File: src/rtl/core/encrect_pkg.sv
// ----------------------------------------------------------------------------
// encrect_pkg
// Shared types and constants for the half-plane enclosing rectangle block.
// ----------------------------------------------------------------------------
package encrect_pkg;

    // coordinate width, signed Q16.8 at the default
    localparam int COORD_BITS = 24;
    // fractional bits of the coordinate format
    localparam int FRAC_BITS  = 8;
    // width of the area result, unsigned Q32.16
    localparam int AREA_BITS  = 48;

    // divider runs one quotient bit per cycle
    localparam int DIV_STEPS  = COORD_BITS;
    localparam int CNT_BITS   = $clog2(DIV_STEPS);

    // configuration register indexes
    localparam int CFG_INDEX_BITS = 1;
    localparam logic [CFG_INDEX_BITS-1:0] REG_QUERY_X = 1'b0;
    localparam logic [CFG_INDEX_BITS-1:0] REG_QUERY_Y = 1'b1;

    // bit positions in the bound valid vector
    localparam int SEEN_LEFT  = 0;
    localparam int SEEN_RIGHT = 1;
    localparam int SEEN_LOWER = 2;
    localparam int SEEN_UPPER = 3;

    // one half-plane
    typedef struct packed {
        logic                         bounds_y;
        logic signed [COORD_BITS-1:0] coef_a;
        logic signed [COORD_BITS-1:0] coef_b;
        logic                         last;
    } item_t;

    // one result
    typedef struct packed {
        logic                 found;
        logic [AREA_BITS-1:0] area;
    } result_t;

    // controller to datapath
    typedef struct packed {
        logic load_item;
        logic test;
        logic div_start;
        logic div_step;
        logic update;
        logic emit;
    } dp_cmd_t;

    // datapath to controller
    typedef struct packed {
        logic contained;
        logic last;
    } dp_status_t;

endpackage

File: src/rtl/core/encrect_dp.sv
// ----------------------------------------------------------------------------
// encrect_dp
// Datapath: query registers, item latch, containment test, serial divider
// for the boundary line, bound registers and result register.
// ----------------------------------------------------------------------------
module encrect_dp (
    input  logic                                       clk,
    input  logic                                       rst_n,
    input  logic                                       cfg_wr_en,
    input  logic [encrect_pkg::CFG_INDEX_BITS-1:0]     cfg_index,
    input  logic [encrect_pkg::COORD_BITS-1:0]         cfg_data,
    input  encrect_pkg::item_t                         item,
    input  encrect_pkg::dp_cmd_t                       cmd,
    output encrect_pkg::dp_status_t                    status,
    output encrect_pkg::result_t                       result
);

    localparam int C = encrect_pkg::COORD_BITS;
    localparam int F = encrect_pkg::FRAC_BITS;
    localparam logic signed [C-1:0] COORD_MAX = {1'b0, {(C-1){1'b1}}};
    localparam logic signed [C-1:0] COORD_MIN = {1'b1, {(C-1){1'b0}}};
    localparam logic [C-1:0]        NEG_LIMIT = {1'b1, {(C-1){1'b0}}};

    // query point
    logic signed [C-1:0] qx_reg, qy_reg;

    // latched item
    logic                on_y_reg;
    logic signed [C-1:0] a_reg, b_reg;
    logic                last_reg;

    // containment and divider
    logic                contained_reg;
    logic [C-1:0]        rem_reg, rem_next;
    logic [C-1:0]        quo_reg, quo_next;
    logic                ovf_reg;
    logic                neg_reg;

    // bounds
    logic signed [C-1:0] left_reg, right_reg, lower_reg, upper_reg;
    logic [3:0]          seen_reg;

    // result register
    encrect_pkg::result_t result_reg;

    // query coordinate for the current axis
    logic signed [C-1:0] q_sel;
    assign q_sel = on_y_reg ? qy_reg : qx_reg;

    // exact a*q + b*256 in signed Q33.16
    logic signed [2*C-1:0] prod;
    logic signed [C+F-1:0] b_scaled;
    logic signed [2*C:0]   lhs;
    assign prod     = a_reg * q_sel;
    assign b_scaled = $signed({b_reg, {F{1'b0}}});
    assign lhs      = (2*C+1)'(prod) + (2*C+1)'(b_scaled);

    // operand magnitudes for the divider
    logic [C-1:0]   a_u, b_u, a_mag, b_mag;
    logic [C+F-1:0] num;
    logic           div_ovf;
    assign a_u     = a_reg;
    assign b_u     = b_reg;
    assign a_mag   = a_u[C-1] ? (~a_u + 1'b1) : a_u;
    assign b_mag   = b_u[C-1] ? (~b_u + 1'b1) : b_u;
    assign num     = {b_mag, {F{1'b0}}};
    // quotient does not fit in C bits
    assign div_ovf = (2*C)'(num) >= {a_mag, {C{1'b0}}};

    // restoring divide step
    logic [C:0] trial, diff;
    logic       ge;
    assign trial    = {rem_reg, quo_reg[C-1]};
    assign diff     = trial - {1'b0, a_mag};
    assign ge       = trial >= {1'b0, a_mag};
    assign rem_next = ge ? diff[C-1:0] : trial[C-1:0];
    assign quo_next = {quo_reg[C-2:0], ge};

    // signed boundary, truncated toward zero and saturated
    logic signed [C-1:0] line;
    always_comb
    begin
        if (!neg_reg)
        begin
            if (ovf_reg || quo_reg[C-1])
                line = COORD_MAX;
            else
                line = $signed(quo_reg);
        end
        else
        begin
            if (ovf_reg || (quo_reg > NEG_LIMIT))
                line = COORD_MIN;
            else
                line = $signed(~quo_reg + 1'b1);
        end
    end

    logic line_lt, line_gt;
    assign line_lt = line < q_sel;
    assign line_gt = line > q_sel;

    // rectangle area
    logic                 found;
    logic [C:0]           width_x, height_y;
    logic [2*C+1:0]       area_full;
    assign found     = &seen_reg;
    assign width_x   = (C+1)'($signed(right_reg)) - (C+1)'($signed(left_reg));
    assign height_y  = (C+1)'($signed(upper_reg)) - (C+1)'($signed(lower_reg));
    assign area_full = width_x * height_y;

    // configuration registers
    always_ff @(posedge clk or negedge rst_n)
    begin
        if (!rst_n)
        begin
            qx_reg <= '0;
            qy_reg <= '0;
        end
        else if (cfg_wr_en)
        begin
            if (cfg_index == encrect_pkg::REG_QUERY_X)
                qx_reg <= $signed(cfg_data);
            if (cfg_index == encrect_pkg::REG_QUERY_Y)
                qy_reg <= $signed(cfg_data);
        end
    end

    // item latch, containment, divider and result payload
    always_ff @(posedge clk)
    begin
        if (cmd.load_item)
        begin
            on_y_reg <= item.bounds_y;
            a_reg    <= item.coef_a;
            b_reg    <= item.coef_b;
            last_reg <= item.last;
        end
        if (cmd.test)
            contained_reg <= lhs[2*C] && (a_reg != '0);
        if (cmd.div_start)
        begin
            rem_reg <= C'(num[C+F-1:C]);
            quo_reg <= num[C-1:0];
            ovf_reg <= div_ovf;
            neg_reg <= a_u[C-1] ~^ b_u[C-1];
        end
        else if (cmd.div_step)
        begin
            rem_reg <= rem_next;
            quo_reg <= quo_next;
        end
        if (cmd.emit)
        begin
            result_reg.found <= found;
            result_reg.area  <= found ? encrect_pkg::AREA_BITS'(area_full) : '0;
        end
    end

    // bound registers
    always_ff @(posedge clk or negedge rst_n)
    begin
        if (!rst_n)
        begin
            left_reg  <= '0;
            right_reg <= '0;
            lower_reg <= '0;
            upper_reg <= '0;
            seen_reg  <= '0;
        end
        else if (cmd.emit)
        begin
            left_reg  <= '0;
            right_reg <= '0;
            lower_reg <= '0;
            upper_reg <= '0;
            seen_reg  <= '0;
        end
        else if (cmd.update)
        begin
            if (!on_y_reg)
            begin
                if (line_lt && (!seen_reg[encrect_pkg::SEEN_LEFT] || line > left_reg))
                begin
                    left_reg                         <= line;
                    seen_reg[encrect_pkg::SEEN_LEFT] <= 1'b1;
                end
                if (line_gt && (!seen_reg[encrect_pkg::SEEN_RIGHT] || line < right_reg))
                begin
                    right_reg                         <= line;
                    seen_reg[encrect_pkg::SEEN_RIGHT] <= 1'b1;
                end
            end
            else
            begin
                if (line_lt && (!seen_reg[encrect_pkg::SEEN_LOWER] || line > lower_reg))
                begin
                    lower_reg                         <= line;
                    seen_reg[encrect_pkg::SEEN_LOWER] <= 1'b1;
                end
                if (line_gt && (!seen_reg[encrect_pkg::SEEN_UPPER] || line < upper_reg))
                begin
                    upper_reg                         <= line;
                    seen_reg[encrect_pkg::SEEN_UPPER] <= 1'b1;
                end
            end
        end
    end

    assign status.contained = contained_reg;
    assign status.last      = last_reg;
    assign result           = result_reg;

endmodule

File: src/rtl/core/encrect_ctrl.sv
// ----------------------------------------------------------------------------
// encrect_ctrl
// Controller: sequences item intake, containment test, serial divide,
// bound update and result hand-off; owns both handshakes.
// ----------------------------------------------------------------------------
module encrect_ctrl (
    input  logic                        clk,
    input  logic                        rst_n,
    input  logic                        item_valid,
    output logic                        item_stall,
    output logic                        result_valid,
    input  logic                        result_stall,
    input  encrect_pkg::dp_status_t     status,
    output encrect_pkg::dp_cmd_t        cmd
);

    localparam int CB = encrect_pkg::CNT_BITS;

    localparam logic [2:0] ST_IDLE = 3'd0;
    localparam logic [2:0] ST_MUL  = 3'd1;
    localparam logic [2:0] ST_TEST = 3'd2;
    localparam logic [2:0] ST_DIV  = 3'd3;
    localparam logic [2:0] ST_UPD  = 3'd4;
    localparam logic [2:0] ST_EMIT = 3'd5;

    localparam logic [CB-1:0] CNT_LAST = CB'(encrect_pkg::DIV_STEPS - 1);

    logic [2:0]    state_reg, state_next;
    logic [CB-1:0] cnt_reg, cnt_next;
    logic          valid_reg, valid_next;
    logic          out_free;

    assign out_free   = !valid_reg || !result_stall;
    assign item_stall = (state_reg != ST_IDLE);

    // next state and commands
    always_comb
    begin
        state_next = state_reg;
        cnt_next   = cnt_reg;
        cmd        = '0;
        unique case (state_reg)
            ST_IDLE:
            begin
                if (item_valid)
                begin
                    cmd.load_item = 1'b1;
                    state_next    = ST_MUL;
                end
            end
            ST_MUL:
            begin
                cmd.test   = 1'b1;
                state_next = ST_TEST;
            end
            ST_TEST:
            begin
                priority if (status.contained)
                begin
                    cmd.div_start = 1'b1;
                    cnt_next      = '0;
                    state_next    = ST_DIV;
                end
                else if (status.last)
                    state_next = ST_EMIT;
                else
                    state_next = ST_IDLE;
            end
            ST_DIV:
            begin
                cmd.div_step = 1'b1;
                cnt_next     = cnt_reg + 1'b1;
                if (cnt_reg == CNT_LAST)
                    state_next = ST_UPD;
            end
            ST_UPD:
            begin
                cmd.update = 1'b1;
                state_next = status.last ? ST_EMIT : ST_IDLE;
            end
            ST_EMIT:
            begin
                if (out_free)
                begin
                    cmd.emit   = 1'b1;
                    state_next = ST_IDLE;
                end
            end
            default:
            begin
                state_next = ST_IDLE;
            end
        endcase
    end

    // result valid
    always_comb
    begin
        if (cmd.emit)
            valid_next = 1'b1;
        else if (!result_stall)
            valid_next = 1'b0;
        else
            valid_next = valid_reg;
    end

    // control registers
    always_ff @(posedge clk or negedge rst_n)
    begin
        if (!rst_n)
        begin
            state_reg <= ST_IDLE;
            cnt_reg   <= '0;
            valid_reg <= 1'b0;
        end
        else
        begin
            state_reg <= state_next;
            cnt_reg   <= cnt_next;
            valid_reg <= valid_next;
        end
    end

    assign result_valid = valid_reg;

`ifndef ASSERT_OFF
    // an accepted transaction always starts the containment test
    a_accept_to_mul: assert property (@(posedge clk) disable iff (!rst_n)
        (item_valid && !item_stall) |=> (state_reg == ST_MUL))
        else $error("accepted transaction did not enter the test sequence");

    // a result only appears out of the emit state
    a_result_from_emit: assert property (@(posedge clk) disable iff (!rst_n)
        $rose(result_valid) |-> ($past(state_reg) == ST_EMIT))
        else $error("result valid rose outside of emit");

    // emit never overwrites a stalled result
    a_no_overwrite: assert property (@(posedge clk) disable iff (!rst_n)
        cmd.emit |-> (!valid_reg || !result_stall))
        else $error("emit while a stalled result is pending");

    // divider step count stays in range
    a_div_count: assert property (@(posedge clk) disable iff (!rst_n)
        (state_reg == ST_DIV) |-> (cnt_reg <= CNT_LAST))
        else $error("divider step count out of range");
`endif

endmodule

File: src/rtl/core/enclosing_rectangle_from_halfplanes.sv
// A contained half-plane runs from its accepting edge to the next accept through
// test, a divide of COORD_BITS = 24 bits at one bit per cycle, update and intake.
// A half-plane missing the point, or with a zero coefficient, skips divide and update.
// A last item ends in emit; its result is valid the cycle after emit.
// The serial divider sets the rate; one transaction is in flight at a time.
// Reset (rst_n low, asynchronous) clears the query point, all bounds and valids.
// ----------------------------------------------------------------------------
// enclosing_rectangle_from_halfplanes
// Top level: tightest axis-aligned rectangle around a query point from a
// stream of half-planes, with its area reported on the last item.
// ----------------------------------------------------------------------------
module enclosing_rectangle_from_halfplanes (
    input  logic                                   clk,
    input  logic                                   rst_n,
    input  logic                                   cfg_wr_en,
    input  logic [encrect_pkg::CFG_INDEX_BITS-1:0] cfg_index,
    input  logic [encrect_pkg::COORD_BITS-1:0]     cfg_data,
    input  logic                                   item_valid,
    output logic                                   item_stall,
    input  encrect_pkg::item_t                     item,
    output logic                                   result_valid,
    input  logic                                   result_stall,
    output encrect_pkg::result_t                   result
);

    encrect_pkg::dp_cmd_t    cmd;
    encrect_pkg::dp_status_t status;

    // sequencing and handshakes
    encrect_ctrl u_ctrl (
        .clk          (clk),
        .rst_n        (rst_n),
        .item_valid   (item_valid),
        .item_stall   (item_stall),
        .result_valid (result_valid),
        .result_stall (result_stall),
        .status       (status),
        .cmd          (cmd)
    );

    // arithmetic and state
    encrect_dp u_dp (
        .clk       (clk),
        .rst_n     (rst_n),
        .cfg_wr_en (cfg_wr_en),
        .cfg_index (cfg_index),
        .cfg_data  (cfg_data),
        .item      (item),
        .cmd       (cmd),
        .status    (status),
        .result    (result)
    );

endmodule
File: config.mk
export PLATFORM = sky130hd
export DESIGN_NAME = enclosing_rectangle_from_halfplanes
export DESIGN_NICKNAME = d
export VERILOG_FILES = /design/src/rtl/core/encrect_pkg.sv /design/src/rtl/core/encrect_dp.sv /design/src/rtl/core/encrect_ctrl.sv /design/src/rtl/core/enclosing_rectangle_from_halfplanes.sv
export SDC_FILE = /design/constraint.sdc
export NUM_CORES = 2
export LEC_CHECK = 0
export BUFFER_PORTS_ARGS = -buffer_cell sky130_fd_sc_hd__buf_2
export CAP_MARGIN = 40
export CORE_MARGIN = 2
export CORE_UTILIZATION = 60
export CTS_CLUSTER_DIAMETER = 30
export DETAILED_ROUTE_END_ITERATION = 8
export PLACE_DENSITY_LB_ADDON = 0.25
export SLEW_MARGIN = 10
export SYNTH_ARGS = -nofsm -noshare
export SYNTH_HDL_FRONTEND = slang
export SYNTH_HIERARCHICAL = 1
export SYNTH_SLANG_ARGS = --single-unit
File: constraint.sdc
create_clock -name clk -period 19.6 [get_ports clk]
set_clock_uncertainty 0.2 [all_clocks]
set_input_delay 5.88 -clock clk [delete_from_list [all_inputs] [get_ports clk]]
set_output_delay 5.88 -clock clk [all_outputs]
set_load 0.02 [all_outputs]
==> results.json <==
{
  "drt-total-wl_mm": 172,
  "status": "finished clean",
  "cts_buffers": 83,
  "post-place-cells": 7820,
  "syn_inst": 6531,
  "finalCritPeriodShare_pct": 56.5,
  "worstSkewPairLatency_ns": 0.68,
  "critPathRequiredTime_ns": 19.76,
  "rows": 116,
  "end_kind": "flip-flop",
  "drt_iter0_drc": 3907,
  "crit_slowest_cell": "xor2_1",
  "arrival_ns": 11.25,
  "die_h_um": 322,
  "ff2ff_path_depth": 37,
  "reg2reg_to": "u_dp/result[43]",
  "grt_pass1_wl_mm": 272,
  "slew_violations": 0,
  "cts.sinks": 307,
  "yosys.area.top_type_share_pct": 38.5,
  "antenna_found_initial": 2,
  "cts_resized": 0,
  "min_period_ns": 11.08,
  "r2r_start": "u_dp/right_reg[0]",
  "clock_path_buffers": 3,
  "syn2layout_area_growth_pct": 9.62,
  "num_vias": 47100,
  "async_flop_share_pct": 51.1,
  "synth.yosys.seq_area_share_pct": 13.5,
  "yosysMostFrequentCell": "inv_1",
  "grt_max_degree": 174,
  "start_kind": "flip-flop",
  "dp_hpwl_mm": 136,
  "syn_nets": 8283,
  "multi_input_area_sq_mm": 0.0466,
  "wire_per_inst_um": 21.6,
  "placed_area_sq_mm": 0.0635,
  "hold_path_end": "u_dp/rem_reg[23]",
  "maxCapViolations": 0,
  "worstSetupPathType": "reg2reg",
  "ant_nets": 0,
  "synth-seq-cells": 307,
  "rsz0062_at_grt": "false",
  "whs_path_depth": 2,
  "holdCritPathClass": "reg2reg",
  "hold_violations": 0,
  "clock-root-buffer": "clkbuf_16",
  "worstHoldStart": "u_dp/rem_reg[23]",
  "max_freq_ghz": 0.0902,
  "fin_nets": 8361,
  "port_buffers": 130,
  "cts_htree_levels": 3,
  "synth_area_leaders": "fa_1 39%, ha_1 10%, inv_1 8.1%",
  "relSlewSlack_pct": 29.9,
  "drive_gt1_share_pct": 8.70,
  "initial_core_util_pct": 60.5,
  "largest_reg_flops": 49,
  "die_area_sq_mm": 0.103,
  "setup_viol": 0,
  "clk_pin_slew_ns": 0.04,
  "die_w_um": 322,
  "coreArea_sq_mm": 0.100,
  "syn_area_sq_mm": 0.0605,
  "finalWeightedCongestion": 0.956,
  "syn_avg_cell_area_sq_um": 9.27,
  "cp_max_fo": 8,
  "synth-edff-count": 126,
  "synth_common_cells": "1,312 x inv_1, 1,165 x fa_1, 926 x nand2_1",
  "post-cts-setup-buffers": 0,
  "track_usage_pct": 34.2,
  "finalSetupTns_ns": 0,
  "path_common_cell": "fa_1",
  "nFillCells": 7924,
  "drc_errors": 0,
  "yosysUniqueCellTypes": 96,
  "drt_first_pass_iters": 6,
  "ys_warn_count": 6,
  "crit_path_max_incr_delay_ns": 0.75,
  "synth_top_cell_by_area": "fa_1",
  "holdWs_ns": 0.280,
  "fin_area_sq_mm": 0.0664,
  "cts_tree": "built",
  "viasPerCell": 5.90,
  "cts_hold_buf": 0,
  "overflow": 0,
  "finalNonFillerCells": 7975,
  "synth-main-ff-cell": "dfrtp_1",
  "num_io_pins": 131,
  "tightest_slew_ns": 1.05,
  "r2r_slack_ns": 8.52,
  "seqCellArea_sq_mm": 0.00819,
  "grt_pass1_vias": 49200
}
==> worst max-delay path: cells and delay by family, from the launching register on <==
family	cells	cell delay [ns]
xor gates and xnor gates	2	0.91
AOI/OAI and AO/OA	10	2.77
and+or+nand+nor	8	1.02
DFF	1	0.37
buffers and inverters	7	0.96
adders and majority gates	10	4.56
==> cell families after synthesis <==
group	count (synthesis)	share of synthesized area, %
flops	307	13.5
mux	184	3.20
xor+xnor	181	2.62
fa+ha+maj	1672	49.0
compound gates	648	7.22
buf+inv	1606	10.1
simple gates	1933	14.4
==> per-layer routing <==
layer	share of wire [%]	track usage, %	wire, um	vias up
met5	0.0076	0	13	-
met2	46	54.4	79400	2376
met4	5.9	18.2	10200	2
li1	-	-	-	20400
met1	38	44.3	65900	23700
met3	9.6	7.10	16600	548
==> worst max-delay path by stage <==
stage	start	to	slack (ns)	cells past startpoint
after floorplan	u_dp/right_reg[0]	u_dp/result[47]	9.76	35
after global placement	u_dp/lower_reg[0]	u_dp/result[43]	7.83	33
after detailed placement	u_dp/right_reg[0]	u_dp/result[43]	8.71	37
after CTS	u_dp/right_reg[0]	u_dp/result[43]	8.65	37
after global routing	u_dp/right_reg[0]	u_dp/result[43]	7.91	37
final	u_dp/right_reg[0]	u_dp/result[43]	8.52	37
==> layout make-up <==
class | count | share of cell area (%)
Multi-Input combinational cell | 4618 | 70.3
Clock buffer | 106 | 3.52
Antenna cell | 1 | 0.00377
Timing Repair Buffer | 283 | 3.16
Tap cell | 1298 | 2.45
Sequential cell | 307 | 12.3
Clock inverter | 46 | 0.813
Inverter | 1316 | 7.44
==> placed cells by master (no fill, tap or decap), types with 24 or more instances in the layout <==
master and count:
inv_1 1312, fa_1 1165, nand2_1 926, ha_1 507, nor2_1 432, dfrtp_1 157
a21oi_1 142, buf_2 130, buf_4 129, edfxtp_1 126, nand2b_1 115, a21o_1 114
mux2i_1 107, o21ai_0 104, nor2b_1 97, xnor2_1 89, clkbuf_16 86, and2_1 82
mux2_2 71, xor2_1 70, nand3_1 50, nor3_1 47, nand4_1 39, or2_2 33
o21a_1 30, o21ai_1 25, a31oi_1 25, dfxtp_1 24
==> through the flow <==
step,setup slack (ns),utilization [%]
after floorplan,9.76,-
after global placement,7.83,63.0
after detailed placement,8.71,63.5
after CTS,8.65,66.3
after global routing,7.91,66.3
final,8.52,66.4
Power is not shown: default switching activity piles up to over one toggle a cycle in this logic, so the estimate is an artifact.
